$ cat src/rtl/uks_pkg.sv
`timescale 1ns / 1ps

package uks_pkg;

  // Default number of entries held by the stack.
  localparam int STACK_DEPTH_DEF = 16;

  // Command codes carried in the cmd field.
  localparam logic [2:0] CMD_PUSH    = 3'd0;
  localparam logic [2:0] CMD_POP     = 3'd1;
  localparam logic [2:0] CMD_COUNT   = 3'd2;
  localparam logic [2:0] CMD_PEEK    = 3'd3;
  localparam logic [2:0] CMD_DISPLAY = 3'd4;

  // Status codes returned with every result.
  localparam logic [1:0] STS_OK    = 2'd0;
  localparam logic [1:0] STS_DUP   = 2'd1;
  localparam logic [1:0] STS_UNDER = 2'd2;
  localparam logic [1:0] STS_OVER  = 2'd3;

  // One input transaction.
  typedef struct packed {
    logic [2:0]         cmd;
    logic signed [31:0] entry_key;
    logic signed [31:0] entry_value;
  } uks_in_t;

  // One result transaction.
  typedef struct packed {
    logic [1:0]         status;
    logic signed [31:0] out_key;
    logic signed [31:0] out_value;
    logic [4:0]         occupancy;
    logic               last;
  } uks_out_t;

  // Sequencer states.
  typedef enum logic [2:0] {
    S_IDLE,
    S_SRCH,
    S_TOP,
    S_RESP,
    S_DISP_RD,
    S_DISP_OUT
  } uks_state_t;

endpackage

$ cat src/rtl/uks_store.sv
`timescale 1ns / 1ps

module uks_store #(
  parameter int DEPTH = uks_pkg::STACK_DEPTH_DEF,
  parameter int AW    = $clog2(DEPTH)
) (
  input  logic                 clk,
  input  logic                 wr_en,
  input  logic [AW-1:0]        wr_addr,
  input  logic signed [31:0]   wr_key,
  input  logic signed [31:0]   wr_value,
  input  logic                 rd_en,
  input  logic [AW-1:0]        rd_addr,
  output logic signed [31:0]   rd_key,
  output logic signed [31:0]   rd_value
);

  logic signed [31:0] key_mem [DEPTH];
  logic signed [31:0] value_mem [DEPTH];

  // Single write port; entries are not cleared at reset.
  always_ff @(posedge clk) begin
    if (wr_en) begin
      key_mem[wr_addr]   <= wr_key;
      value_mem[wr_addr] <= wr_value;
    end
  end

  // Registered read port; the data holds until the next read.
  always_ff @(posedge clk) begin
    if (rd_en) begin
      rd_key   <= key_mem[rd_addr];
      rd_value <= value_mem[rd_addr];
    end
  end

endmodule

$ cat src/rtl/unique_key_stack.sv
`timescale 1ns / 1ps
// Pop, count, unused codes and peek or display on an empty stack go straight to the result
// state; peek first reads the top entry, and push first searches the stored entries (the
// duplicate search reads one stored entry per cycle through one compare). Display reads the
// entries from top to bottom, each with a memory read, then the result register.
// A new transaction is taken once the previous one has handed its final result to the output
// register. Synchronous active-low reset clears the fill level and control state only.
module unique_key_stack #(
  parameter int STACK_DEPTH = uks_pkg::STACK_DEPTH_DEF
) (
  input  logic            clk,
  input  logic            rst_n,
  input  logic            in_valid,
  output logic            in_stall,
  input  uks_pkg::uks_in_t  in_data,
  output logic            out_valid,
  input  logic            out_stall,
  output uks_pkg::uks_out_t out_data
);

  localparam int AW = $clog2(STACK_DEPTH);
  localparam int FW = $clog2(STACK_DEPTH + 1);

  uks_pkg::uks_state_t state_r, state_nxt;

  logic [2:0]         cmd_r, cmd_nxt;
  logic signed [31:0] key_r, key_nxt;
  logic signed [31:0] value_r, value_nxt;
  logic [FW-1:0]      fill_r, fill_nxt;
  logic [FW-1:0]      idx_r, idx_nxt;
  logic               pend_r, pend_nxt;
  logic               dup_r, dup_nxt;
  logic               out_valid_r, out_valid_nxt;
  uks_pkg::uks_out_t  out_data_r, out_data_nxt;

  logic               in_accept;
  logic               out_free;
  logic               out_load;
  logic               full;
  logic               match;
  logic [FW-1:0]      top_w;

  logic               wr_en;
  logic               rd_en;
  logic [AW-1:0]      rd_addr;
  logic signed [31:0] rd_key;
  logic signed [31:0] rd_value;

  // Key and value memory.
  uks_store #(
    .DEPTH (STACK_DEPTH),
    .AW    (AW)
  ) u_store (
    .clk      (clk),
    .wr_en    (wr_en),
    .wr_addr  (fill_r[AW-1:0]),
    .wr_key   (key_r),
    .wr_value (value_r),
    .rd_en    (rd_en),
    .rd_addr  (rd_addr),
    .rd_key   (rd_key),
    .rd_value (rd_value)
  );

  // Handshake and shared compare.
  assign in_stall  = (state_r != uks_pkg::S_IDLE);
  assign in_accept = in_valid && !in_stall;
  assign out_free  = !out_valid_r || !out_stall;
  assign full      = (fill_r == FW'(STACK_DEPTH));
  assign match     = (rd_key == key_r);
  assign top_w     = fill_r - FW'(1);
  assign out_valid = out_valid_r;
  assign out_data  = out_data_r;

  // Next-state logic of the sequencer.
  always_comb begin
    state_nxt = state_r;
    unique case (state_r)
      uks_pkg::S_IDLE: begin
        if (in_accept) begin
          case (in_data.cmd)
            uks_pkg::CMD_PUSH:    state_nxt = uks_pkg::S_SRCH;
            uks_pkg::CMD_PEEK:    state_nxt = (fill_r == '0) ? uks_pkg::S_RESP
                                                             : uks_pkg::S_TOP;
            uks_pkg::CMD_DISPLAY: state_nxt = (fill_r == '0) ? uks_pkg::S_RESP
                                                             : uks_pkg::S_DISP_RD;
            default:              state_nxt = uks_pkg::S_RESP;
          endcase
        end
      end
      uks_pkg::S_SRCH: begin
        if ((pend_r && match) || (!pend_r && idx_r == fill_r)) begin
          state_nxt = uks_pkg::S_RESP;
        end
      end
      uks_pkg::S_TOP: state_nxt = uks_pkg::S_RESP;
      uks_pkg::S_RESP: begin
        if (out_free) begin
          state_nxt = uks_pkg::S_IDLE;
        end
      end
      uks_pkg::S_DISP_RD: state_nxt = uks_pkg::S_DISP_OUT;
      uks_pkg::S_DISP_OUT: begin
        if (out_free) begin
          state_nxt = (idx_r == '0) ? uks_pkg::S_IDLE : uks_pkg::S_DISP_RD;
        end
      end
      default: state_nxt = uks_pkg::S_IDLE;
    endcase
  end

  // Output and datapath control of the sequencer.
  always_comb begin
    cmd_nxt      = cmd_r;
    key_nxt      = key_r;
    value_nxt    = value_r;
    fill_nxt     = fill_r;
    idx_nxt      = idx_r;
    pend_nxt     = pend_r;
    dup_nxt      = dup_r;
    wr_en        = 1'b0;
    rd_en        = 1'b0;
    rd_addr      = idx_r[AW-1:0];
    out_load     = 1'b0;
    out_data_nxt = out_data_r;
    unique case (state_r)
      uks_pkg::S_IDLE: begin
        if (in_accept) begin
          cmd_nxt   = in_data.cmd;
          key_nxt   = in_data.entry_key;
          value_nxt = in_data.entry_value;
          idx_nxt   = (in_data.cmd == uks_pkg::CMD_DISPLAY) ? top_w : '0;
          pend_nxt  = 1'b0;
          dup_nxt   = 1'b0;
        end
      end
      uks_pkg::S_SRCH: begin
        // Issue one read per cycle and compare the entry read the cycle before.
        if (pend_r && match) begin
          dup_nxt = 1'b1;
        end
        if (idx_r != fill_r) begin
          rd_en    = 1'b1;
          idx_nxt  = idx_r + FW'(1);
          pend_nxt = 1'b1;
        end else begin
          pend_nxt = 1'b0;
        end
      end
      uks_pkg::S_TOP: begin
        rd_en   = 1'b1;
        rd_addr = top_w[AW-1:0];
      end
      uks_pkg::S_RESP: begin
        if (out_free) begin
          out_load               = 1'b1;
          out_data_nxt.status    = uks_pkg::STS_OK;
          out_data_nxt.out_key   = '0;
          out_data_nxt.out_value = '0;
          out_data_nxt.last      = 1'b1;
          case (cmd_r)
            uks_pkg::CMD_PUSH: begin
              if (dup_r) begin
                out_data_nxt.status = uks_pkg::STS_DUP;
              end else if (full) begin
                out_data_nxt.status = uks_pkg::STS_OVER;
              end else begin
                wr_en    = 1'b1;
                fill_nxt = fill_r + FW'(1);
              end
            end
            uks_pkg::CMD_POP: begin
              if (fill_r == '0) begin
                out_data_nxt.status = uks_pkg::STS_UNDER;
              end else begin
                fill_nxt = top_w;
              end
            end
            uks_pkg::CMD_PEEK: begin
              if (fill_r == '0) begin
                out_data_nxt.status = uks_pkg::STS_UNDER;
              end else begin
                out_data_nxt.out_key   = rd_key;
                out_data_nxt.out_value = rd_value;
              end
            end
            uks_pkg::CMD_DISPLAY: out_data_nxt.status = uks_pkg::STS_UNDER;
            default: ;
          endcase
          out_data_nxt.occupancy = 5'(fill_nxt);
        end
      end
      uks_pkg::S_DISP_RD: begin
        rd_en = 1'b1;
      end
      uks_pkg::S_DISP_OUT: begin
        if (out_free) begin
          out_load               = 1'b1;
          out_data_nxt.status    = uks_pkg::STS_OK;
          out_data_nxt.out_key   = rd_key;
          out_data_nxt.out_value = rd_value;
          out_data_nxt.occupancy = 5'(fill_r);
          out_data_nxt.last      = (idx_r == '0);
          if (idx_r != '0) begin
            idx_nxt = idx_r - FW'(1);
          end
        end
      end
      default: ;
    endcase
  end

  // Output register valid flag.
  always_comb begin
    out_valid_nxt = out_valid_r;
    if (out_load) begin
      out_valid_nxt = 1'b1;
    end else if (!out_stall) begin
      out_valid_nxt = 1'b0;
    end
  end

  // Control registers.
  always_ff @(posedge clk) begin
    if (!rst_n) begin
      state_r     <= uks_pkg::S_IDLE;
      fill_r      <= '0;
      idx_r       <= '0;
      pend_r      <= 1'b0;
      dup_r       <= 1'b0;
      out_valid_r <= 1'b0;
    end else begin
      state_r     <= state_nxt;
      fill_r      <= fill_nxt;
      idx_r       <= idx_nxt;
      pend_r      <= pend_nxt;
      dup_r       <= dup_nxt;
      out_valid_r <= out_valid_nxt;
    end
  end

  // Payload registers.
  always_ff @(posedge clk) begin
    cmd_r      <= cmd_nxt;
    key_r      <= key_nxt;
    value_r    <= value_nxt;
    out_data_r <= out_data_nxt;
  end

  // The fill level never passes the depth.
  a_fill_bound: assert property (@(posedge clk) disable iff (!rst_n)
    fill_r <= FW'(STACK_DEPTH))
    else $error("fill level beyond stack depth");

  // A write happens only into a free slot.
  a_write_free: assert property (@(posedge clk) disable iff (!rst_n)
    wr_en |-> !full)
    else $error("write into a full stack");

  // An accepted push raises the fill level by one.
  a_push_fill: assert property (@(posedge clk) disable iff (!rst_n)
    (out_load && state_r == uks_pkg::S_RESP && cmd_r == uks_pkg::CMD_PUSH
     && out_data_nxt.status == uks_pkg::STS_OK)
    |=> fill_r == $past(fill_r) + FW'(1))
    else $error("push did not advance the fill level");

  // The bottom entry of a display ends the transaction.
  a_disp_end: assert property (@(posedge clk) disable iff (!rst_n)
    (out_load && state_r == uks_pkg::S_DISP_OUT && out_data_nxt.last)
    |=> state_r == uks_pkg::S_IDLE)
    else $error("display did not finish after its last entry");

endmodule
$ cat config.mk
export PLATFORM = sky130hd
export DESIGN_NAME = unique_key_stack
export DESIGN_NICKNAME = d
export VERILOG_FILES = /design/src/rtl/uks_pkg.sv /design/src/rtl/uks_store.sv /design/src/rtl/unique_key_stack.sv
export SDC_FILE = /design/constraint.sdc
export NUM_CORES = 2
export LEC_CHECK = 0
export ABC_AREA = 0
export BUFFER_PORTS_ARGS = -buffer_cell sky130_fd_sc_hd__buf_2
export CAP_MARGIN = 40
export CORE_MARGIN = 2
export CORE_UTILIZATION = 44
export CTS_CLUSTER_SIZE = 28
export DETAILED_ROUTE_END_ITERATION = 16
export SLEW_MARGIN = 15
export SYNTH_ARGS = -nofsm -noshare
export SYNTH_HDL_FRONTEND = slang
export SYNTH_SLANG_ARGS = --single-unit
$ cat constraint.sdc
create_clock -name clk -period 7.85 [get_ports clk]
set_clock_uncertainty 0.1 [all_clocks]
set_input_delay 1.1775 -clock clk [delete_from_list [all_inputs] [get_ports clk]]
set_output_delay 1.1775 -clock clk [all_outputs]
set_load 0.05 [all_outputs]
==> results.py <==
metrics = {
    "clock_tree": {
        "cts.sinks": 1243,
        "clk_pin_slew_worst_paths_ns": 0.06,
        "cts-hold-fix-buffers": 0,
        "cts_buffers": 140,
        "cts-root-buf": "clkbuf_16",
        "htreeDepth": 4,
        "postCtsSetupBuffers": 0,
        "clk_path_buf_depth": 3,
        "cts-resized-gates": 0,
        "clk_latency_ns": 0.79,
        "tritoncts": "done",
    },
    "yosys": {
        "ys_ff_latch": 1243,
        "synth_top_family_by_area": "multiplexers",
        "async_flop_share": 0,
        "synth_edf_count": 1227,
        "syn_area_um2": 60500,
        "muxShareOfSynthArea": 0.330,
        "yosys.area_share.adder": 0.00198,
        "synth_area_per_cell_um2": 16.0,
        "yosysWarnings": 0,
        "syn_nets": 3867,
        "synthXorXnorAreaFrac": 0.00608,
        "synthSimpleGateAreaFrac": 0.0173,
        "synth-seq-area-share": 0.614,
        "yosysUniqueCellTypes": 63,
        "synthFlopType": "edfxtp_1",
        "netlist_instances": 3787,
        "synth_compound_area_frac": 0.00767,
    },
    "run_status": {
        "outcome": "finished, final reports clean",
    },
    "sta": {
        "final.period_utilization": 0.547,
        "worst_pin_slew_ns": 1.13,
        "finalWorstSetupSlack_ns": 3.56,
        "totalNegativeSetupSlack_ns": 0,
        "setup_viol_count_final": 0,
        "period_minus_slack_ns": 4.29,
        "rsz0062_at_grt": "no",
        "max-slew-margin-rel": 0.250,
        "slew_viol_final": 0,
        "max_clock_freq_ghz": 0.233,
        "hold_viol": 0,
    },
    "grt": {
        "antenna_found_initial": 9,
        "groute.usage.overall": 0.206,
        "overflow": 0,
        "grt_start_max_net_pins": 135,
        "grt_pass1_wl_um": 216000,
        "grt_pass1_vias": 33500,
    },
    "finish": {
        "layout.nets": 4015,
        "final_cell_mix": "mux2i_1 (1924), edfxtp_1 (1227), buf_2 (145)",
        "postLayoutCellArea_um2": 68000,
        "drive_gt1_frac": 0.131,
        "num_antenna_cells": 0,
        "area_growth_syn_to_layout_pct": 12.4,
        "final_core_util": 0.497,
        "mostFrequentLayoutCell": "mux2i_1",
        "fin_cells": 5839,
        "n_fill_cell": 11400,
    },
    "placed_design": {
        "gp_congestion": 0.760,
        "io_buffers": 144,
        "dp_cells": 5587,
        "dpl_cell_area_um2": 63700,
        "dp_hpwl_um": 84500,
        "post-place-ws_ns": 3.40,
    },
    "routing": {
        "routed_wl_um": 146000,
        "vias_per_cell": 5.66,
        "firstDrtPassIters": 7,
        "drc": 0,
        "drt_iter0_drc": 1932,
        "antenna_left": 0,
        "routedWlPerCell_um": 25.0,
        "num_vias": 33100,
    },
    "run": {
        "max_cap_violations": 0,
    },
    "floorplan": {
        "coreArea_um2": 137000,
        "fp.dieW_um": 375,
        "start_util": 0.442,
        "die_h_um": 375,
        "fp-row-count": 136,
        "die-area_um2": 141000,
        "io_pins": 145,
    },
    "critical_path": {
        "critPathKind": "flip-flop to flip-flop",
        "max_stage_delay_ns": 0.78,
        "crit_chain": "inv_1 > ha_1 > nand4bb_1 > nand2_1 > nor2b_1 > nand2_1 > nor2_4 > buf_4 > buf_12",
        "required_ns": 8.19,
        "critPathMostFrequentCell": "nand2_1",
        "cp_num_buf_inv": 3,
        "arrival_ns": 4.64,
        "cp_max_fo": 36,
        "cp-start-kind": "flip-flop",
        "cp_slowest_cell": "dfxtp_4",
        "cp-end-kind": "flip-flop",
        "cp_top_family": "simple AND/OR/NAND/NOR gates",
    },
    "power_and_ir_drop": {
        "leakage_nw": 22.4,
        "power.density_nw_per_um2": 280,
        "ir_drop_v": 0.000226,
    },
    "min_path": {
        "hp-class": "flip-flop to flip-flop",
    },
}
==> cell families after synthesis <==
| kind of cell | count (synthesis) |
|---|---|
| buffers and inverters | 251 |
| adder cells (fa/ha/maj) | 9 |
| AO/OA/AOI/OAI | 66 |
| multiplexers | 1990 |
| AND/OR/NAND/NOR | 186 |
| XOR/XNOR | 42 |
| flip-flops | 1243 |
==> sequential cells by signal, summed over array words and instances, names as in the netlist, 3 cells and up <==
| register | cells |
|---|---|
| idx_r | 5 |
| state_r | 3 |
| u_store.value_mem | 512 |
| cmd_r | 3 |
| key_r | 32 |
| value_r | 32 |
| out_data | 72 |
| u_store.rd_key | 32 |
| fill_r | 5 |
| u_store.key_mem | 512 |
| u_store.rd_value | 32 |
==> per-stage QoR <==
stage	power, mW	hold slack [ns]
4_1_cts	19.2	0.399
2_1_floorplan	11.5	0.388
6_report	19.0	0.431
3_5_place_dp	12.9	0.424
3_3_place_gp	12.8	0.411
5_1_grt	19.8	0.430
==> area by class of cell <==
cell class                      instances  area, um^2  area share
Timing Repair Buffer                  247        2040      0.0299
Sequential cell                      1243       37200       0.546
Clock inverter                         78         657     0.00965
Clock buffer                          174        3710      0.0546
Inverter                               10        37.5    0.000552
Multi-Input combinational cell       2293       22200       0.326
Tap cell                             1794        2240      0.0330
==> cell usage after synthesis (all sizes together) (11+ instances only) <==
library cell / number / area (um^2)
mux2i: 1925 / 19300
edfxtp: 1227 / 36800
buf: 208 / 1150
nor2b: 70 / 438
mux2: 65 / 732
xor2: 34 / 298
clkbuf: 33 / 161
nand2: 32 / 120
nor2: 30 / 113
dfxtp: 16 / 320
o21ai: 15 / 78.8
nor3: 13 / 70.1
a21oi: 11 / 58.8
==> per-layer routing <==
| metal | track usage | share of wire | vias to the layer above |
|---|---|---|---|
| met5 | 0 | 0 | - |
| met3 | 0.0276 | 0.036 | 178 |
| met2 | 0.340 | 0.48 | 573 |
| li1 | - | - | 15100 |
| met4 | 0.0571 | 0.020 | 0 |
| met1 | 0.284 | 0.46 | 17200 |
==> power breakdown <==
part	total [mW]	internal [mW]	switching (mW)
Combinational	4.54	1.98	2.56
Sequential	8.19	7.78	0.410
Clock	6.29	3.60	2.69
Total	19.0	13.4	5.65
==> worst paths after layout <==
check / startpoint / endpoint / slack (ns) / cells past startpoint
setup reg to reg: fill_r[0] / u_store.value_mem[11][8] / 3.56 / 9
hold / removal: idx_r[4] / idx_r[4] / 0.43 / 2
hold reg to reg: idx_r[4] / idx_r[4] / 0.43 / 2
setup / recovery: fill_r[0] / u_store.value_mem[11][8] / 3.56 / 9
==> worst reg2reg max path: cells and delay by family (launching register included) <==
kind / cells / cell delay, ns
buffers and inverters: 3 / 1.27
DFF: 1 / 0.78
adders and majority gates: 1 / 0.37
and+or+nand+nor: 5 / 1.40
(Power assumes the default switching activity.)
